[config.mk]
export PLATFORM = sky130hd
export DESIGN_NAME = hbin_div
export DESIGN_NICKNAME = d
export VERILOG_FILES = /design/src/rtl/hbin_pkg.sv /design/src/rtl/hbin_div.sv
export SDC_FILE = /design/constraint.sdc
export NUM_CORES = 1
export LEC_CHECK = 0
export BUFFER_PORTS_ARGS = -buffer_cell sky130_fd_sc_hd__buf_2
export CAP_MARGIN = 20
export CORE_ASPECT_RATIO = 0.5
export CORE_MARGIN = 2
export CORE_UTILIZATION = 30
export CTS_BUF_LIST = sky130_fd_sc_hd__clkbuf_16
export DETAILED_ROUTE_END_ITERATION = 8
export MAX_ROUTING_LAYER = met4
export PLACE_DENSITY = 0.48
export SETUP_SLACK_MARGIN = 0.4
export SLEW_MARGIN = 20
export SYNTH_ARGS = -nofsm -noshare
export SYNTH_HDL_FRONTEND = slang
export SYNTH_SLANG_ARGS = --single-unit
[constraint.sdc]
create_clock -name aclk -period 3.1 [get_ports aclk]
set_input_delay 0.62 -clock aclk [delete_from_list [all_inputs] [get_ports aclk]]
set_output_delay 0.62 -clock aclk [all_outputs]
set_load 0.005 [all_outputs]
[src/rtl/hbin_pkg.sv]
// hbin_pkg: shared types, codes and helpers for the histogram bin accumulator.
// Used by hbin_div, hbin_ram and histogram_bin_accumulator_core. No dependencies.
package hbin_pkg;

    localparam int NBINS_DEFAULT = 4096;   // default bin store depth
    localparam int DATA_W        = 32;     // bin, sum and counter width
    localparam int X_W           = 32;     // input value width
    localparam int WEIGHT_W      = 16;     // fill weight width
    localparam int IDX_W         = 12;     // bin index width on the ports
    localparam int NB_W          = 13;     // n_bins register width
    localparam int QW            = NB_W;   // quotient bits (bin index < n_bins)
    localparam int DVD_W         = DATA_W + QW;
    localparam int PADDR_W       = 4;

    // request codes
    localparam logic [1:0] REQ_FILL  = 2'd0;
    localparam logic [1:0] REQ_READ  = 2'd1;
    localparam logic [1:0] REQ_CLEAR = 2'd2;

    // result status codes
    localparam logic [2:0] STAT_IN_RANGE = 3'd0;
    localparam logic [2:0] STAT_UNDER    = 3'd1;
    localparam logic [2:0] STAT_OVER     = 3'd2;
    localparam logic [2:0] STAT_READ     = 3'd3;
    localparam logic [2:0] STAT_CLEARED  = 3'd4;

    // configuration register indexes (paddr[3:2])
    localparam logic [1:0] CFG_N_BINS = 2'd0;
    localparam logic [1:0] CFG_X_MIN  = 2'd1;
    localparam logic [1:0] CFG_X_MAX  = 2'd2;

    typedef enum logic [2:0] {
        S_CLEAR,
        S_IDLE,
        S_CLASS,
        S_CHECK,
        S_DIV,
        S_READ,
        S_UPDATE,
        S_FINISH
    } hbin_state_t;

    typedef struct packed {
        logic [1:0]              req_type;
        logic signed [X_W-1:0]   x;
        logic [WEIGHT_W-1:0]     weight;
        logic [IDX_W-1:0]        bin_addr;
    } hbin_in_t;

    typedef struct packed {
        logic [2:0]        status;
        logic [IDX_W-1:0]  bin_index;
        logic [DATA_W-1:0] bin_value;
        logic [DATA_W-1:0] peak_value;
        logic [IDX_W-1:0]  peak_bin;
        logic [DATA_W-1:0] entry_total;
        logic [DATA_W-1:0] underflow_total;
        logic [DATA_W-1:0] overflow_total;
    } hbin_out_t;

    typedef struct packed {
        logic              start;
        logic [DVD_W-1:0]  dividend;
        logic [DATA_W-1:0] divisor;
    } hbin_div_req_t;

    typedef struct packed {
        logic          done;
        logic [QW-1:0] quotient;
    } hbin_div_rsp_t;

    function automatic logic [DATA_W-1:0] sat_add32(input logic [DATA_W-1:0] a,
                                                    input logic [DATA_W-1:0] b);
        logic [DATA_W:0] sum;
        sum = {1'b0, a} + {1'b0, b};
        return sum[DATA_W] ? {DATA_W{1'b1}} : sum[DATA_W-1:0];
    endfunction

endpackage

[src/rtl/hbin_div.sv]
// hbin_div: restoring divider, one quotient bit per cycle.
// Depends on hbin_pkg. Requires dividend < divisor * 2**QW.
module hbin_div
    import hbin_pkg::*;
(
    input  logic          aclk,
    input  logic          aresetn,
    input  hbin_div_req_t req,
    output hbin_div_rsp_t rsp
);

    localparam int CW = $clog2(QW);

    logic              busy_reg;
    logic              done_reg;
    logic [CW-1:0]     cnt_reg;
    logic [DATA_W-1:0] rem_reg;
    logic [DATA_W-1:0] dsr_reg;
    logic [QW-1:0]     dvd_reg;
    logic [QW-1:0]     quo_reg;

    logic [DATA_W:0]   trial;
    logic [DATA_W:0]   diff;
    logic              ge;

    assign trial = {rem_reg, dvd_reg[QW-1]};
    assign diff  = trial - {1'b0, dsr_reg};
    assign ge    = (trial >= {1'b0, dsr_reg});

    always_ff @(posedge aclk) begin
        if (!aresetn) begin
            busy_reg <= 1'b0;
            done_reg <= 1'b0;
            cnt_reg  <= '0;
        end else begin
            done_reg <= 1'b0;
            if (req.start) begin
                busy_reg <= 1'b1;
                cnt_reg  <= CW'(QW - 1);
            end else if (busy_reg) begin
                if (cnt_reg == '0) begin
                    busy_reg <= 1'b0;
                    done_reg <= 1'b1;
                end else begin
                    cnt_reg <= cnt_reg - 1'b1;
                end
            end
        end
    end

    always_ff @(posedge aclk) begin
        if (req.start) begin
            rem_reg <= req.dividend[DVD_W-1:QW];
            dvd_reg <= req.dividend[QW-1:0];
            dsr_reg <= req.divisor;
            quo_reg <= '0;
        end else if (busy_reg) begin
            rem_reg <= ge ? diff[DATA_W-1:0] : trial[DATA_W-1:0];
            dvd_reg <= {dvd_reg[QW-2:0], 1'b0};
            quo_reg <= {quo_reg[QW-2:0], ge};
        end
    end

    assign rsp.done     = done_reg;
    assign rsp.quotient = quo_reg;

endmodule

Yosys cells after proc, flatten, opt, wreduce, memory -nomap -nowiden
Cells that the tools add are included.
{"block": "op_classes", "addsub": 2, "order_cmp": 1, "eq_ne": 1, "muxes": 12, "n_reduce_logical": 6, "bitwise_logic": 3}
{"op": "$mux 32", "n": 3}
{"op": "$ge 33x32->1", "n": 1}
{"op": "$sub 32x32->32", "n": 1}
{"op": "$mux 13", "n": 2}
{"op": "$mux 4", "n": 3}
{"op": "$logic_not 4->1", "n": 1}
{"op": "$mux 1", "n": 4}
{"op": "$reduce_and 2->1", "n": 2}
{"op": "$sub 4x1->4 const B", "n": 1}
{"op": "$not 1->1", "n": 3}
{"op": "$reduce_or 3->1", "n": 1}
{"op": "$ne 2x2->1 const B", "n": 1}
{"op": "$reduce_bool 2->1", "n": 1}
{"op": "$reduce_or 2->1", "n": 1}
{"block": "totals", "output_inout_bits": 14, "in_bits": 80, "elab_cells": 33, "register_bits": 96}

Depth between registers and ports, before layout
Gate-level depths: netlist of run 1.
{"block": "depth", "depth_word": 4, "depth_mapped": 14, "depth_no_buf": 13}

Worst setup path after synthesis of run 1
Ideal clock, no wire load.
{"block": "synth_timing", "kind": "flip-flop to flip-flop", "from": "register dvd_reg[12]", "to": "register rem_reg[24] (data pin)", "arrival_ps": 2600, "stages_incl_launch_ff": 14, "setup_time_ps": 261, "required_time_ps": 2839, "n_path_buf": 0, "slack_ps": 239, "period_less_slack_ps": 2861, "cell_sequence": "edfxtp_1 inv_1 ha_1 inv_1 fa_1 a21oi_1 o21ai_1 a21oi_2 a2bb2oi_2 o21ai_2 a31oi_1 o21ai_1 xnor2_1 a221o_1"}
{"block": "synth_between", "elab_chain_len": 4, "elab_cells_between_ends": 5, "classes_between": "add/sub: 1; order compare: 1; mux: 3"}
{"element": "from (decl)", "line_no": "hbin_div.sv:19", "text": "logic [QW-1:0] dvd_reg;"}
{"element": "from (signal assigned)", "line_no": "hbin_div.sv:54", "text": "dvd_reg <= req.dividend[QW-1:0];"}
{"element": "from (signal assigned)", "line_no": "hbin_div.sv:59", "text": "dvd_reg <= {dvd_reg[QW-2:0], 1'b0};"}
{"element": "$sub 32x32->32 or $ge 33x32->1 (tied branches)", "line_no": "hbin_div.sv:27, hbin_div.sv:28"}
{"element": "$mux 32 *", "line_no": "hbin_div.sv:58", "text": "rem_reg <= ge ? diff[DATA_W-1:0] : trial[DATA_W-1:0];"}
{"element": "$mux 32 *", "line_no": "hbin_div.sv:57", "text": "end else if (busy_reg) begin"}
{"element": "$mux 32 *", "line_no": "hbin_div.sv:52", "text": "if (req.start) begin"}
{"element": "to (signal assigned)", "line_no": "hbin_div.sv:53", "text": "rem_reg <= req.dividend[DVD_W-1:QW];"}
{"element": "to (signal assigned)", "line_no": "hbin_div.sv:58"}
{"element": "to (decl)", "line_no": "hbin_div.sv:17", "text": "logic [DATA_W-1:0] rem_reg;"}
Mark *: on every way between the ends. The rest lies on a longest branch, timed or not. The select of a mux whose other input is x is not followed.
A chain may end at the register's enable or synchronous reset.

Worst setup path after layout of run 1
{"block": "layout_timing", "from": "register rem_reg[14]", "to": "register rem_reg[24] (data pin)"}
{"block": "layout_between", "elab_chain_len": 4, "elab_cells_between_ends": 5, "classes_between": "add/sub: 1; order compare: 1; mux: 3"}
{"element": "$sub 32x32->32 or $ge 33x32->1 (tied branches)", "line_no": "hbin_div.sv:27, hbin_div.sv:28"}
{"element": "$mux 32 *", "line_no": "hbin_div.sv:58"}
{"element": "$mux 32 *", "line_no": "hbin_div.sv:57"}
{"element": "$mux 32 *", "line_no": "hbin_div.sv:52"}
Marked as above.

==> impl_metrics.env, run 1 <==
export IMPL_grtUsageTotal_pct=15.8
export IMPL_synth_seq_cells=96
export IMPL_cts_root_buffer="clkbuf_16"
export IMPL_grt_ovfl_total=0
export IMPL_insertion_delay_ns=0.35
export IMPL_yosysSeqAreaShare_pct=47.0
export IMPL_worstPathRequired_ns=3.19
export IMPL_hold_end="dsr_reg[4]"
export IMPL_placementRows=35
export IMPL_grt_pass1_wl_um=23900
export IMPL_syn2layout_area_growth_pct=38.3
export IMPL_die_w_um=200
export IMPL_hp_class="input pin to register"
export IMPL_netlist_area_mm2=0.00573
export IMPL_dr_pass1_iters=5
export IMPL_p_comb_share_pct=49.9
export IMPL_clockBufferDepth=2
export IMPL_fp_dieArea_mm2=0.0203
export IMPL_seqPwrFrac_pct=30.7
export IMPL_endpoint_kind="register"
export IMPL_nFillCells=1845
export IMPL_avgSynthCellArea_um2=10.5
export IMPL_status="finished, final reports clean"
export IMPL_drt_iter0_markers=236
export IMPL_final_cells=955
export IMPL_worst_slack_ns=0.211
export IMPL_dp_cells=893
export IMPL_mostFrequentLayoutCells="buf_2, edfxtp_1, nor2_1"
export IMPL_crit_type="register to register"
export IMPL_whs_path_depth=1
export IMPL_die_h_um=102
export IMPL_wirelength_um=15400
export IMPL_yosys_warnings=0
export IMPL_grt_antenna_before_repair=1
export IMPL_seq_area_mm2=0.00269
export IMPL_rr_startpoint="rem_reg[14]"
export IMPL_intPower_mw=3.66
export IMPL_netlist_instances=547
export IMPL_grt_max_degree=49
export IMPL_holdCritStartpoint="req[4]"
export IMPL_synth_edf_count=77
export IMPL_drtAntennaViolNets=0
export IMPL_layout_drive_gt1_share_pct=41.0
export IMPL_setup_violations=0
export IMPL_period_share_pct=93.2
export IMPL_p_clk_share_pct=19.4
export IMPL_skew_ns=0.0133
export IMPL_pre_cts_slack_ns=-0.0390
export IMPL_power_density_mw_per_mm2=717
export IMPL_crit_path_start_kind="register"
export IMPL_critPathArrivalTime_ns=2.98
export IMPL_finish_utilization_pct=42.7
export IMPL_path_max_fanout=4
export IMPL_fp_coreArea_mm2=0.0186
export IMPL_p_leak_nw=3.21
export IMPL_slew_viol_final=0
export IMPL_period_needed_ns=2.89
export IMPL_yosysUniqueCellTypes=61
export IMPL_worstMarginPinSlew_ns=0.534
export IMPL_switching_share_pct=35.5
export IMPL_numCtsBuffers=9
export IMPL_layout_commonest_cell="buf_2"
export IMPL_wl_per_cell_um=16.2
export IMPL_nets=805
export IMPL_start_util_pct=30.9
export IMPL_multiInputGateArea_mm2=0.00339
export IMPL_viasPerCell=4.85
export IMPL_fmax_mhz=346
export IMPL_numPortBuffers=93
export IMPL_synth_async_reset_ratio_pct=0
export IMPL_route_detailed_drc=0
export IMPL_hold_viol=0
export IMPL_hold_buffers=0
export IMPL_r2r_end="rem_reg[24]"
export IMPL_grt_pass1_vias=4656
export IMPL_vias=4628
export IMPL_p_sw_mw=2.02
export IMPL_htree_levels=3
export IMPL_cts_tree="done"
export IMPL_worst_r2r_path_depth=11
export IMPL_synth_ff_type="edfxtp_1"
export IMPL_grt_setup_unrepaired="true"
export IMPL_place_congestion=0.861
export IMPL_io_pins=94
export IMPL_placed_area_mm2=0.00657
export IMPL_rrSetupSlack_ns=0.21
export IMPL_slew_headroom_pct=64.4
export IMPL_dpl_hpwl_um=10400
export IMPL_finalInstanceArea_mm2=0.00793
export IMPL_drv_cap=0
export IMPL_clk_pin_slew_worst_paths_ns=0.08
export IMPL_clkSinkCount=96
export IMPL_synthesis_nets=662
export IMPL_irDropWorstVdd_uv=320
[cell type report]
cell class / count / share of cell area [%]
inverter: 42 / 1.99
clock inverter: 6 / 0.410
tap: 259 / 4.09
clock buffer: 10 / 3.15
antenna: 1 / 0.0315
sequential: 96 / 33.9
timing repair buffer: 156 / 13.6
multi-input combinational: 385 / 42.8
[power groups by stage]
stage	clock network [mW]	logic (mW)	registers, mW
floorplan	0	1.46	1.70
global placement	0	1.91	1.73
detailed placement	0	1.91	1.74
CTS	1.13	2.50	1.74
global route	1.19	3.09	1.77
finish	1.10	2.84	1.75
[worst max-delay path by stage]
stage	start	endpoint	cells past startpoint
2_1_floorplan	dvd_reg[12]	rem_reg[24]	13
3_3_place_gp	rem_reg[22]	rem_reg[25]	11
3_5_place_dp	rem_reg[22]	rem_reg[25]	11
4_1_cts	rem_reg[15]	rem_reg[25]	11
5_1_grt	dvd_reg[12]	rem_reg[24]	13
6_report	rem_reg[14]	rem_reg[24]	11
[cell families after synthesis]
group | after synthesis | synth area share (%)
buf+inv | 66 | 4.84
xor+xnor | 27 | 4.12
flops | 96 | 47.0
compound gates | 135 | 16.1
fa+ha+maj | 35 | 7.77
mux | 49 | 8.86
simple gates | 139 | 11.3
[routing by layer]
layer  GRT usage (%)  wire [um]
met1            21.3       7520
met5               -          0
met2            24.3       7090
met4            2.91        129
met3            3.73        691
[cell usage after synthesis, types with 4 or more instances]
cell	number	share of area, %
a31oi_1	6	0.65
edfxtp_1	77	40
a21o_1	9	1.2
a21oi_1	50	4.4
clkbuf_1	11	0.72
and2_1	7	0.76
xnor2_1	17	2.6
nor2_1	53	3.5
o21ai_0	20	1.7
nand3_1	6	0.52
and3_1	4	0.44
o21ai_1	7	0.61
xor2_1	10	1.5
nand2_1	37	2.4
mux2i_1	35	6.1
mux2_2	14	2.7
dfxtp_1	19	6.6
nor3_1	8	0.70
ha_1	34	7.4
o21bai_1	5	0.65
buf_2	6	0.52
nand4_1	4	0.44
inv_1	42	2.7
[through the flow]
stage	TNS [ns]	total power, mW	hold WS [ns]
floorplan	0	3.16	0.485
global placement	-0.0424	3.64	0.480
detailed placement	-0.0390	3.65	0.487
CTS	0	5.37	0.427
global route	0	6.05	0.421
finish	0	5.68	0.437
[critical path, stage by stage, from the launching register on]
cell and delay [ns]:
edfxtp_1 0.45, ha_4 0.27, buf_4 0.16, a21o_1 0.19
a21o_1 0.18, a221o_1 0.38, nand2_2 0.12, o21ai_4 0.09
a31oi_4 0.25, o21ai_2 0.09, xnor2_1 0.14, a221o_1 0.32
[timing repair]
action / CTS / global route
endpoints found under the hold margin: 0 / 0
gates resized for setup: 87 / 44
gates cloned: 1 / 2
buffers inserted: 33 / 9
endpoints found under the setup margin: 32 / 32
pin swaps: 25 / 47
(Power assumes the default switching activity.)
==> inputs of run 2 (changes only) <==
PLACE_DENSITY = unset   (was 0.48)
PLACE_DENSITY_LB_ADDON = 0.08   (was unset)
==> run 2 against run 1 <==
Register-to-register slack better by 0.06 ns. Final area is 0.17% lower. Sequential share of layout area is 0.059 points higher. Cell count is 0.94% higher. First-iteration DRC count is 25% lower. Largest power group unchanged. Flip-flop and latch count stayed put. Global-route usage is 0.11 points higher.
==> impl_metrics.env, run 2 (synthesized netlist as in run 1, its figures left out) <==
export IMPL_grt_max_degree=46
export IMPL_endpoint_kind="register"
export IMPL_grt_pass1_vias=4638
export IMPL_multiInputGateArea_mm2=0.00332
export IMPL_setup_violations=0
export IMPL_grt_setup_unrepaired="true"
export IMPL_hp_class="input pin to register"
export IMPL_insertion_delay_ns=0.37
export IMPL_worstPathRequired_ns=3.21
export IMPL_status="finished, final reports clean"
export IMPL_numPortBuffers=93
export IMPL_htree_levels=3
export IMPL_final_setup_tns_ns=0
export IMPL_period_share_pct=91.3
export IMPL_die_h_um=102
export IMPL_clk_pin_slew_worst_paths_ns=0.08
export IMPL_fp_coreArea_mm2=0.0186
export IMPL_power_density_mw_per_mm2=715
export IMPL_critPathArrivalTime_ns=2.94
export IMPL_route_detailed_drc=0
export IMPL_drv_cap=0
export IMPL_intPower_mw=3.62
export IMPL_crit_type="register to register"
export IMPL_drtAntennaViolNets=0
export IMPL_period_needed_ns=2.83
export IMPL_grtUsageTotal_pct=15.9
export IMPL_p_leak_nw=3.23
export IMPL_fp_dieArea_mm2=0.0203
export IMPL_seqPwrFrac_pct=30.7
export IMPL_switching_share_pct=36.0
export IMPL_p_sw_mw=2.04
export IMPL_nFillCells=1840
export IMPL_hold_viol=0
export IMPL_irDropWorstVdd_uv=273
export IMPL_io_pins=94
export IMPL_die_w_um=200
export IMPL_placed_area_mm2=0.00658
export IMPL_crit_path_start_kind="register"
export IMPL_totalPowerFinal_mw=5.66
export IMPL_viasPerCell=4.74
export IMPL_clockBufferDepth=2
export IMPL_fmax_mhz=353
export IMPL_numCtsBuffers=9
export IMPL_grt_ovfl_total=0
export IMPL_seq_area_mm2=0.00269
export IMPL_syn2layout_area_growth_pct=38.1
export IMPL_slew_viol_final=0
export IMPL_nets=815
export IMPL_place_congestion=0.820
export IMPL_clkSinkCount=96
export IMPL_wl_per_cell_um=15.9
export IMPL_wirelength_um=15400
export IMPL_grt_antenna_before_repair=0
export IMPL_p_comb_share_pct=49.1
export IMPL_placementRows=35
export IMPL_path_max_fanout=5
export IMPL_cts_tree="done"
export IMPL_dpl_hpwl_um=10300
export IMPL_start_util_pct=30.9
export IMPL_slew_headroom_pct=67.7
export IMPL_cts_root_buffer="clkbuf_16"
export IMPL_timing_hold_ws_ns=0.416
export IMPL_dr_pass1_iters=4
export IMPL_vias=4573
export IMPL_worstMarginPinSlew_ns=0.479
export IMPL_finalInstanceArea_mm2=0.00792
export IMPL_layout_commonest_cell="buf_2"
export IMPL_p_clk_share_pct=20.2
export IMPL_skew_ns=0.0114
export IMPL_diodes=0
export IMPL_mostFrequentLayoutCells="buf_2, edfxtp_1, buf_4"
export IMPL_layout_drive_gt1_share_pct=39.7
export IMPL_drt_iter0_markers=177
export IMPL_grt_pass1_wl_um=23700
run 2: cell type report:
class / instances / share of cell area, %
clock buffers: 9 / 2.84
clock inverters: 7 / 0.806
inverters: 42 / 2.02
multi-input cells: 385 / 41.9
flip-flops and latches: 96 / 34.0
well taps: 259 / 4.09
repair buffers: 166 / 14.3
run 2: per-layer routing:
metal	part of all wire, %	GRT usage (%)	vias to the layer above	wire length [um]
met5	0	-	-	0
met4	1.0	4.90	0	157
met2	45	24.4	54	6870
li1	-	-	2290	-
met3	3.5	4.36	12	532
met1	51	20.4	2217	7800
run 2: power by group through the flow:
stage	clock [mW]	sequential [mW]	combinational (mW)
2_1_floorplan	0	1.70	1.46
5_1_grt	1.24	1.76	3.03
4_1_cts	1.19	1.73	2.45
6_report	1.14	1.74	2.78
3_3_place_gp	0	1.73	1.93
3_5_place_dp	0	1.73	1.93
run 2: through the flow:
stage / setup WS [ns] / util (%) / std cells
finish: 0.268 / 42.6 / 964
global route: 0.162 / 42.6 / 964
CTS: 0.236 / 40.8 / 938
detailed placement: 0.0328 / 35.4 / 891
global placement: 0.0949 / 35.4 / 891
floorplan: 0.431 / - / 547
run 2: final timing paths:
path | start | to | slack [ns] | cells past startpoint
worst max-delay path | rem_reg[0] | rem_reg[12] | 0.27 | 12
worst min-delay path | req[3] | dsr_reg[3] | 0.42 | 1
worst max register to register | rem_reg[0] | rem_reg[12] | 0.27 | 12
worst min register to register | quo_reg[12] | quo_reg[12] | 0.50 | 2
run 2: worst max-delay path: stages, from the launching register on:
cell and delay [ns]:
edfxtp_1 0.41, buf_4 0.16, ha_4 0.22, a21oi_4 0.19, o211ai_4 0.12, a31oi_4 0.20, a21oi_4 0.09, a21bo_4 0.25
a31oi_4 0.29, clkbuf_16 0.22, buf_12 0.12, mux2i_1 0.20, a21oi_1 0.09
run 2: timing repair:
item / CTS / global route
cloned: 1 / 1
setup buffers: 30 / 25
hold buffers: 0 / 0
pin swaps: 28 / 23
setup endpoints to repair: 32 / 32
gates resized for setup: 80 / 23
